[src/hw/rtl/oldr_pkg.sv]
`timescale 1ns / 1ps
`default_nettype none
// ----------------------------------------------------------------------------
// oldr_pkg
// Shared types and codes for the ordered list deque with match-remove.
// ----------------------------------------------------------------------------
package oldr_pkg;

    // command codes
    localparam logic [1:0] CMD_FRONT  = 2'd0;
    localparam logic [1:0] CMD_BACK   = 2'd1;
    localparam logic [1:0] CMD_REMOVE = 2'd2;

    // status codes
    localparam logic [1:0] ST_DONE = 2'd0;
    localparam logic [1:0] ST_FULL = 2'd1;
    localparam logic [1:0] ST_MISS = 2'd2;

    typedef struct packed {
        logic [1:0]         command;
        logic signed [31:0] value;
    } t_item;

    typedef struct packed {
        logic [1:0] status;
        logic [4:0] element_count;
    } t_result;

    // controller to datapath
    typedef struct packed {
        logic load;
        logic front;
        logic alloc;
        logic link1;
        logic link2;
        logic step;
        logic unlink;
    } t_dp_cmd;

    // datapath to controller
    typedef struct packed {
        logic       full;
        logic       cur_none;
        logic       step_limit;
        logic       match;
        logic [4:0] count;
    } t_dp_stat;

endpackage
`default_nettype wire

[src/hw/rtl/oldr_dpath.sv]
`timescale 1ns / 1ps
`default_nettype none
// ----------------------------------------------------------------------------
// oldr_dpath
// Entry store with forward and backward links, head and tail pointers,
// element count and a stack of recycled slots.
// ----------------------------------------------------------------------------
module oldr_dpath #(
    parameter int CAPACITY = 16
) (
    input  wire logic             i_clk,
    input  wire logic             i_rst_n,
    input  wire oldr_pkg::t_item  i_item,
    input  wire oldr_pkg::t_dp_cmd i_cmd,
    output oldr_pkg::t_dp_stat    o_stat
);
    import oldr_pkg::*;

    localparam int IW = $clog2(CAPACITY + 1);
    localparam int AW = $clog2(CAPACITY);
    localparam logic [IW-1:0] IDX_NONE = IW'(CAPACITY);

    logic signed [31:0] r_val_mem [CAPACITY];
    logic [IW-1:0]      r_fwd_mem [CAPACITY];
    logic [IW-1:0]      r_bwd_mem [CAPACITY];
    logic [AW-1:0]      r_stk_mem [CAPACITY];

    logic [IW-1:0]      r_head, r_tail, r_count, r_fill, r_sp, r_cur, r_steps;
    logic [AW-1:0]      r_slot;
    logic signed [31:0] r_value;
    logic signed [31:0] r_val_q;
    logic [IW-1:0]      r_fwd_q, r_bwd_q;
    logic [AW-1:0]      r_stk_q;

    logic               fwd_we, bwd_we, rd_en, fresh;
    logic [AW-1:0]      fwd_addr, bwd_addr, rd_addr, stk_rd;
    logic [IW-1:0]      fwd_data, bwd_data, slot_ext;

    assign slot_ext = IW'(r_slot);
    assign fresh    = (r_fill < IDX_NONE);
    assign rd_en    = i_cmd.load | i_cmd.step;
    assign rd_addr  = i_cmd.step ? r_fwd_q[AW-1:0] : r_head[AW-1:0];
    assign stk_rd   = AW'(r_sp - 1'b1);

    always_comb begin
        fwd_we   = 1'b0;
        fwd_addr = r_slot;
        fwd_data = IDX_NONE;
        if (i_cmd.link1) begin
            fwd_we   = 1'b1;
            fwd_data = i_cmd.front ? r_head : IDX_NONE;
        end else if (i_cmd.link2 && !i_cmd.front && r_tail != IDX_NONE) begin
            fwd_we   = 1'b1;
            fwd_addr = r_tail[AW-1:0];
            fwd_data = slot_ext;
        end else if (i_cmd.unlink && r_bwd_q != IDX_NONE) begin
            fwd_we   = 1'b1;
            fwd_addr = r_bwd_q[AW-1:0];
            fwd_data = r_fwd_q;
        end
    end

    always_comb begin
        bwd_we   = 1'b0;
        bwd_addr = r_slot;
        bwd_data = IDX_NONE;
        if (i_cmd.link1) begin
            bwd_we   = 1'b1;
            bwd_data = i_cmd.front ? IDX_NONE : r_tail;
        end else if (i_cmd.link2 && i_cmd.front && r_head != IDX_NONE) begin
            bwd_we   = 1'b1;
            bwd_addr = r_head[AW-1:0];
            bwd_data = slot_ext;
        end else if (i_cmd.unlink && r_fwd_q != IDX_NONE) begin
            bwd_we   = 1'b1;
            bwd_addr = r_fwd_q[AW-1:0];
            bwd_data = r_bwd_q;
        end
    end

    // store ports
    always_ff @(posedge i_clk) begin
        if (i_cmd.link1) begin
            r_val_mem[r_slot] <= r_value;
        end
        if (fwd_we) begin
            r_fwd_mem[fwd_addr] <= fwd_data;
        end
        if (bwd_we) begin
            r_bwd_mem[bwd_addr] <= bwd_data;
        end
        if (rd_en) begin
            r_val_q <= r_val_mem[rd_addr];
            r_fwd_q <= r_fwd_mem[rd_addr];
            r_bwd_q <= r_bwd_mem[rd_addr];
        end
    end

    // recycled slot stack
    always_ff @(posedge i_clk) begin
        if (i_cmd.unlink) begin
            r_stk_mem[r_sp[AW-1:0]] <= r_cur[AW-1:0];
        end
        if (r_sp != '0) begin
            r_stk_q <= r_stk_mem[stk_rd];
        end
    end

    // payload registers
    always_ff @(posedge i_clk) begin
        if (i_cmd.load) begin
            r_value <= i_item.value;
        end
        if (i_cmd.alloc) begin
            // untouched slots first, then recycled ones
            r_slot <= fresh ? r_fill[AW-1:0] : r_stk_q;
        end
    end

    always_ff @(posedge i_clk) begin
        if (!i_rst_n) begin
            r_head  <= IDX_NONE;
            r_tail  <= IDX_NONE;
            r_count <= '0;
            r_fill  <= '0;
            r_sp    <= '0;
            r_cur   <= IDX_NONE;
            r_steps <= '0;
        end else begin
            if (i_cmd.load) begin
                r_cur   <= r_head;
                r_steps <= '0;
            end
            if (i_cmd.step) begin
                r_cur   <= r_fwd_q;
                r_steps <= r_steps + 1'b1;
            end
            if (i_cmd.link2) begin
                r_count <= r_count + 1'b1;
                if (fresh) begin
                    r_fill <= r_fill + 1'b1;
                end else begin
                    r_sp <= r_sp - 1'b1;
                end
                if (i_cmd.front) begin
                    r_head <= slot_ext;
                    if (r_head == IDX_NONE) begin
                        r_tail <= slot_ext;
                    end
                end else begin
                    r_tail <= slot_ext;
                    if (r_tail == IDX_NONE) begin
                        r_head <= slot_ext;
                    end
                end
            end
            if (i_cmd.unlink) begin
                r_count <= r_count - 1'b1;
                r_sp    <= r_sp + 1'b1;
                if (r_bwd_q == IDX_NONE) begin
                    r_head <= r_fwd_q;
                end
                if (r_fwd_q == IDX_NONE) begin
                    r_tail <= r_bwd_q;
                end
            end
        end
    end

    assign o_stat.full       = (r_count >= IDX_NONE);
    assign o_stat.cur_none   = (r_cur == IDX_NONE);
    assign o_stat.step_limit = (r_steps >= IDX_NONE);
    assign o_stat.match      = (r_val_q == r_value);
    assign o_stat.count      = 5'(r_count);

endmodule
`default_nettype wire

[src/hw/rtl/oldr_ctrl.sv]
`timescale 1ns / 1ps
`default_nettype none
// ----------------------------------------------------------------------------
// oldr_ctrl
// Command sequencer: allocate and link for inserts, walk and unlink for
// removes, then one result beat.
// ----------------------------------------------------------------------------
module oldr_ctrl (
    input  wire logic               i_clk,
    input  wire logic               i_rst_n,
    input  wire logic               start,
    input  wire logic [1:0]         i_command,
    input  wire oldr_pkg::t_dp_stat i_stat,
    output oldr_pkg::t_dp_cmd       o_cmd,
    output logic                    busy,
    output logic                    o_valid,
    output logic [1:0]              o_status
);
    import oldr_pkg::*;

    typedef enum logic [2:0] {
        S_IDLE,
        S_ALLOC,
        S_LINK1,
        S_LINK2,
        S_WALK,
        S_UNLINK,
        S_RESP
    } t_state;

    t_state     r_state;
    logic       r_valid;
    logic [1:0] r_status;
    logic       r_front;
    logic       walk_end;

    assign walk_end = i_stat.cur_none | i_stat.step_limit;

    always_comb begin
        o_cmd        = '0;
        o_cmd.load   = (r_state == S_IDLE) & start;
        o_cmd.front  = r_front;
        o_cmd.alloc  = (r_state == S_ALLOC);
        o_cmd.link1  = (r_state == S_LINK1);
        o_cmd.link2  = (r_state == S_LINK2);
        o_cmd.step   = (r_state == S_WALK) & !walk_end & !i_stat.match;
        o_cmd.unlink = (r_state == S_UNLINK);
    end

    always_ff @(posedge i_clk) begin
        if (!i_rst_n) begin
            r_state  <= S_IDLE;
            r_valid  <= 1'b0;
            r_status <= ST_DONE;
            r_front  <= 1'b0;
        end else begin
            r_valid <= 1'b0;
            case (r_state)
                S_IDLE: begin
                    if (start) begin
                        r_front <= (i_command == CMD_FRONT);
                        case (i_command)
                            CMD_FRONT, CMD_BACK: begin
                                if (i_stat.full) begin
                                    r_valid  <= 1'b1;
                                    r_status <= ST_FULL;
                                    r_state  <= S_RESP;
                                end else begin
                                    r_state <= S_ALLOC;
                                end
                            end
                            CMD_REMOVE: begin
                                r_state <= S_WALK;
                            end
                            default: begin
                                r_valid  <= 1'b1;
                                r_status <= ST_MISS;
                                r_state  <= S_RESP;
                            end
                        endcase
                    end
                end
                S_ALLOC: begin
                    r_state <= S_LINK1;
                end
                S_LINK1: begin
                    r_state <= S_LINK2;
                end
                S_LINK2: begin
                    r_valid  <= 1'b1;
                    r_status <= ST_DONE;
                    r_state  <= S_RESP;
                end
                S_WALK: begin
                    // end of list checked before the compare
                    if (walk_end) begin
                        r_valid  <= 1'b1;
                        r_status <= ST_MISS;
                        r_state  <= S_RESP;
                    end else if (i_stat.match) begin
                        r_state <= S_UNLINK;
                    end
                end
                S_UNLINK: begin
                    r_valid  <= 1'b1;
                    r_status <= ST_DONE;
                    r_state  <= S_RESP;
                end
                S_RESP: begin
                    r_state <= S_IDLE;
                end
                default: begin
                    r_state <= S_IDLE;
                end
            endcase
        end
    end

    assign busy     = (r_state != S_IDLE);
    assign o_valid  = r_valid;
    assign o_status = r_status;

endmodule
`default_nettype wire

[src/hw/rtl/ordered_list_deque_remove_top.sv]
`timescale 1ns / 1ps
`default_nettype none
// sequence: an insert or append passes the allocate, first link and second link states before its result beat,
//   a refused insert or an unknown command gives it the cycle after the command beat, a remove
//   gives it after walking up to the matching entry and unlinking it (a miss: after the whole list)
// throughput: busy stays high until the result beat is done, so a new command is taken only
//   once the previous one is finished; the list walk reads one link a cycle
// reset: synchronous active-low, list empty, no clearing pass; result beat cannot be held off
// ----------------------------------------------------------------------------
// ordered_list_deque_remove_top
// Bounded doubly linked list of signed values with front insert, back append
// and remove of the first matching entry.
// ----------------------------------------------------------------------------
module ordered_list_deque_remove_top #(
    parameter int CAPACITY = 16
) (
    input  wire logic              i_clk,
    input  wire logic              i_rst_n,
    input  wire logic              start,
    input  wire oldr_pkg::t_item   i_item,
    output logic                   busy,
    output logic                   o_valid,
    output oldr_pkg::t_result      o_result
);
    import oldr_pkg::*;

    t_dp_cmd    dp_cmd;
    t_dp_stat   dp_stat;
    logic [1:0] status;

    oldr_ctrl u_ctrl (
        .i_clk     (i_clk),
        .i_rst_n   (i_rst_n),
        .start     (start),
        .i_command (i_item.command),
        .i_stat    (dp_stat),
        .o_cmd     (dp_cmd),
        .busy      (busy),
        .o_valid   (o_valid),
        .o_status  (status)
    );

    oldr_dpath #(
        .CAPACITY (CAPACITY)
    ) u_dpath (
        .i_clk   (i_clk),
        .i_rst_n (i_rst_n),
        .i_item  (i_item),
        .i_cmd   (dp_cmd),
        .o_stat  (dp_stat)
    );

    assign o_result.status        = status;
    assign o_result.element_count = dp_stat.count;

endmodule
`default_nettype wire

[config.mk]
export PLATFORM = sky130hd
export DESIGN_NAME = ordered_list_deque_remove_top
export DESIGN_NICKNAME = d
export VERILOG_FILES = /design/src/hw/rtl/oldr_pkg.sv /design/src/hw/rtl/oldr_dpath.sv /design/src/hw/rtl/oldr_ctrl.sv /design/src/hw/rtl/ordered_list_deque_remove_top.sv
export SDC_FILE = /design/constraint.sdc
export NUM_CORES = 1
export LEC_CHECK = 0
export BUFFER_PORTS_ARGS = -buffer_cell sky130_fd_sc_hd__buf_2
export CAP_MARGIN = 10
export CORE_UTILIZATION = 37
export CTS_BUF_LIST = sky130_fd_sc_hd__clkbuf_4 sky130_fd_sc_hd__clkbuf_8 sky130_fd_sc_hd__clkbuf_16
export CTS_CLUSTER_DIAMETER = 40
export DETAILED_ROUTE_END_ITERATION = 12
export SKIP_LAST_GASP = 1
export SLEW_MARGIN = 20
export SYNTH_ARGS = -nofsm -noshare
export SYNTH_HDL_FRONTEND = slang
export SYNTH_HIERARCHICAL = 1
export SYNTH_SLANG_ARGS = --single-unit
[constraint.sdc]
create_clock -name i_clk -period 8 [get_ports i_clk]
set_clock_uncertainty 0.15 [all_clocks]
set_input_delay 0.8 -clock i_clk [delete_from_list [all_inputs] [get_ports i_clk]]
set_output_delay 0.8 -clock i_clk [all_outputs]
set_load 0.005 [all_outputs]
==> results.txt <==
* Fraction of final layout cells sized beyond drive strength 1: between 10% and 20%
* Count of endpoints failing hold in the final timing report: 0
* Top cell types by occurrence after synthesis: 818 x sky130_fd_sc_hd__edfxtp_1, 504 x sky130_fd_sc_hd__nand2_1, 297 x sky130_fd_sc_hd__nand3_1
- Detailed placement finished with a half-perimeter wire length of between 40,000 and 50,000 um.
- In this run the worst path has a maximum fanout of a little under 100.
- Sorting the synthesized cells by area gives the leading types as sky130_fd_sc_hd__edfxtp_1 71%, sky130_fd_sc_hd__nand2_1 5.4%, sky130_fd_sc_hd__mux2i_1 4.4%, sky130_fd_sc_hd__nand3_1 4.3%, sky130_fd_sc_hd__dfxtp_1 2.4%.
- Synthesis produced a netlist with a net count of around 2.5k.
- Most frequent cell after synthesis: sky130_fd_sc_hd__edfxtp_1
* Max incr delay on CP: 0.82 ns
- Count of unique library cells instantiated by Yosys: 70
- Synth area leader: sky130_fd_sc_hd__edfxtp_1
* Yosys top cell area share: 70.6%
- Clock-pin slew reported for the worst setup and hold paths after clock tree synthesis: ~0.060 ns
* Number of cells upsized or downsized after cts: 0
* Achievable clock frequency: roughly 200 MHz
- Global routing used between 15 and 20% of the available tracks across all layers.
* CTS hold repair buffers: 0
- The routed design has 88,200 um of wire.
* MaxCap Viol Count: 0
- Area of the mapped netlist: around 35,000 sq um
- The floorplan step defined a die boundary enclosing between 90,000 and 100,000 sq um.
- The first TritonRoute pass finished after 5 iterations.
- The run finished with clean final reports.
- HP Class: in2reg
- After global routing the overflow that remains totals 0.
- Yosys mapped a number of flops with a built-in enable equal to ~820.
- Total I/O pin count: 46
- Pin count of the biggest net entering global routing: 150
- The floorplan has 112 rows.
- Core region area: roughly 93,000 sq um
- The completed layout was analyzed and its total power is between 10 and 15 mW.
- Average footprint of a synthesized cell: ~14 sq um
- Clock Sink Count: 860
* Areal power density over the cells: between 200 and 300 nW/um^2
- WP data required: slightly above 8 ns
- The initial antenna violation count came to 2.
- By instance count, the cell type seen most on the critical path is sky130_fd_sc_hd__buf_4.
- Fraction of the yosys area taken by sequential cells: between 70% and 80%
* Post-route DRC violation count: 0
- Global-route wire length before repair: around 130,000 um
* WS Path Type: reg2reg
* CP delay by family, top: simple AND/OR/NAND/NOR gates
- Vias per inst: about 5.5
- TritonCTS built the clock tree.
- Highest-delay cell along the critical path: sky130_fd_sc_hd__mux2_8
* H-Tree Level Count: 3
* Setup-failing EPs final: 0
- After layout, the worst path uses between 60% and 70% of the clock period.
- Setup repair after global routing missed its margin: no
- The floorplan step set the die width to about 300 um.
- The number of buffers and inverters on the critical path is 2.
* Aggregate negative setup slack: 0 ns
* Starting density of the core: 37.3%
* Highest ir drop seen on vdd: around 0.19 mV
- The number of max-slew violations in the final report was 0.
- Synth-to-layout area growth: 16.1%
- Measured against its own limit, the worst slew margin works out to between 30 and 40%.
- The die is 309 um tall.
* Number of warning messages in the yosys log: 6
* Area post-placement: between 30,000 and 40,000 sq um
- Measured on the finished design, the core utilization comes to a little over two fifths.
- The clock reaches the later pin of the worst-skew pair after between 0.6 and 0.7 ns.
* Final net count: 2,596
* Average detailed-routed wire length per instance: ~23 um
* Prevailing post-synth register cell: sky130_fd_sc_hd__edfxtp_1
- The detailed router placed between 20k and 25k vias in this run.
- Of all flip-flops after synthesis, the portion carrying an async set or reset was 0%.
- Count of routing violations after the opening detailed-route iteration: 2,100
* Leakage power summed over all cells: around 13 nW
- Arrival time of data at the critical path endpoint: between 5 and 6 ns
* Fin area: ~40,000 sq um
- The signal on the critical path passes through xor2_1 -> nor4_1 -> nand4_1 -> nor2_1 -> nor2_2 -> buf_4 -> mux2_8 -> buf_4 -> mux2i_1 -> a221oi_1 -> a31oi_1 -> o221ai_1.
- For the pin with the worst max-slew slack, the measured transition is ~1.0 ns.
- CP Launch Type: register
- The worst setup path is captured at a register.
- The via count of the first global-routing pass is between 20k and 25k.
* # Post-CTS Setup Buffers: 0
* Min Tclk post-route: 4.99 ns
* Cts bufs inserted: 110
- In this run the remaining antenna-violating nets after routing total 0.
- The cell sitting at the root of the clock tree is a sky130_fd_sc_hd__clkbuf_16.
- Post-Synthesis Cells: 2,489
- Last weighted congestion value of the routability-driven placer: 0.839
- Synthesis inferred 860 register bits.
* Maximum buffer depth of the clock tree: 3
* Count of input and output buffers: 45
## per-layer routing
| metal | vias up | share of wire [%] | track usage (%) |
|---|---|---|---|
| met5 | - | 0.0091 | 0 |
| met1 | 10600 | 42 | 24.8 |
| met3 | 154 | 7.5 | 3.59 |
| met2 | 860 | 48 | 30.3 |
| li1 | 9561 | - | - |
| met4 | 2 | 2.5 | 5.87 |
## cells by family after synthesis
family / after synthesis / share of synthesized area (%)
buf+inv: 164 / 1.96
mux: 181 / 5.95
xor+xnor: 45 / 1.13
fa+ha+maj: 12 / 0.453
simple gates: 965 / 12.1
flops: 860 / 73.0
compound gates: 262 / 5.41
## path summary, 6_finish.rpt
path | from | to | slack, ns | cells after the start
setup / recovery | u_dpath/r_value[6] | u_dpath/r_val_q[24] | 3.01 | 12
hold / removal | i_item[3] | u_dpath/r_value[3] | 0.15 | 1
setup reg to reg | u_dpath/r_value[6] | u_dpath/r_val_q[24] | 3.01 | 12
hold reg to reg | u_ctrl/o_status[1] | u_ctrl/o_status[1] | 0.33 | 2
## layout by cell type, fill, tap and decap left out, types with 5 or more instances in the layout
master,synthesis,routed
sky130_fd_sc_hd__o21ai_1,14,13
sky130_fd_sc_hd__nor2b_1,7,7
sky130_fd_sc_hd__xnor2_1,8,8
sky130_fd_sc_hd__mux2_2,7,7
sky130_fd_sc_hd__nand3_1,297,297
sky130_fd_sc_hd__buf_2,39,45
sky130_fd_sc_hd__ha_1,11,11
sky130_fd_sc_hd__clkinvlp_4,0,12
sky130_fd_sc_hd__nand2_1,504,504
sky130_fd_sc_hd__inv_1,19,18
sky130_fd_sc_hd__inv_6,0,17
sky130_fd_sc_hd__clkbuf_4,0,5
sky130_fd_sc_hd__clkbuf_16,0,112
sky130_fd_sc_hd__nor2_4,0,12
sky130_fd_sc_hd__a21oi_1,45,43
sky130_fd_sc_hd__clkinv_2,0,13
sky130_fd_sc_hd__inv_8,0,5
sky130_fd_sc_hd__o21ai_0,27,26
sky130_fd_sc_hd__o31ai_1,5,5
sky130_fd_sc_hd__mux4_2,20,20
sky130_fd_sc_hd__xor2_1,37,37
sky130_fd_sc_hd__edfxtp_1,818,818
sky130_fd_sc_hd__nand2b_1,8,8
sky130_fd_sc_hd__nor3_2,2,6
sky130_fd_sc_hd__clkinv_4,0,15
sky130_fd_sc_hd__a31oi_1,28,28
sky130_fd_sc_hd__nor4_1,17,14
sky130_fd_sc_hd__nor2_1,66,52
sky130_fd_sc_hd__o221ai_1,24,24
sky130_fd_sc_hd__dfxtp_1,42,42
sky130_fd_sc_hd__buf_4,3,41
sky130_fd_sc_hd__a211oi_1,30,30
sky130_fd_sc_hd__a221oi_1,45,45
sky130_fd_sc_hd__bufinv_16,0,11
sky130_fd_sc_hd__nor3_1,41,37
sky130_fd_sc_hd__clkinv_1,0,9
sky130_fd_sc_hd__mux2i_1,152,148
## flip-flops by register name, indices dropped and copies added, names as in the netlist
signal / count
u_ctrl/r_state: 3
u_dpath/r_fwd_q: 5
u_dpath/r_slot: 4
u_dpath/r_value: 32
u_ctrl/o_status: 2
u_ctrl/r_front: 1
u_dpath/r_fill: 5
u_dpath/r_stk_q: 4
u_dpath/r_stk_mem: 64
u_dpath/r_val_mem: 512
u_dpath/r_fwd_mem: 80
u_dpath/r_cur: 5
u_dpath/r_val_q: 32
u_dpath/r_head: 5
u_dpath/r_count: 5
u_dpath/r_sp: 5
u_ctrl/o_valid: 1
u_dpath/r_steps: 5
u_dpath/r_bwd_q: 5
u_dpath/r_tail: 5
u_dpath/r_bwd_mem: 80
## power breakdown
group          internal, mW  switching [mW]
clock network          2.98            1.99
registers              5.20           0.191
logic                 0.302           0.693
total                  8.49            2.87
## stage by stage
step	cells	setup slack (ns)	hold WS [ns]
floorplan	2489	3.67	0.298
global placement	3689	3.01	0.314
detailed placement	3689	2.98	0.324
CTS	3891	2.97	0.114
global route	3891	2.63	0.119
finish	3892	3.01	0.152
## final cells by class
type                       instances  area (sq um)
antenna                            1          2.50
clock buffer                     117          2840
clock inverter                    85           935
fill                            8328         52900
inverter                          21          78.8
multi-input combinational       1465          9000
sequential                       860         25400
tap                             1254          1570
timing repair buffer              89           584
Note: power is estimated with default switching activity, not from simulation.
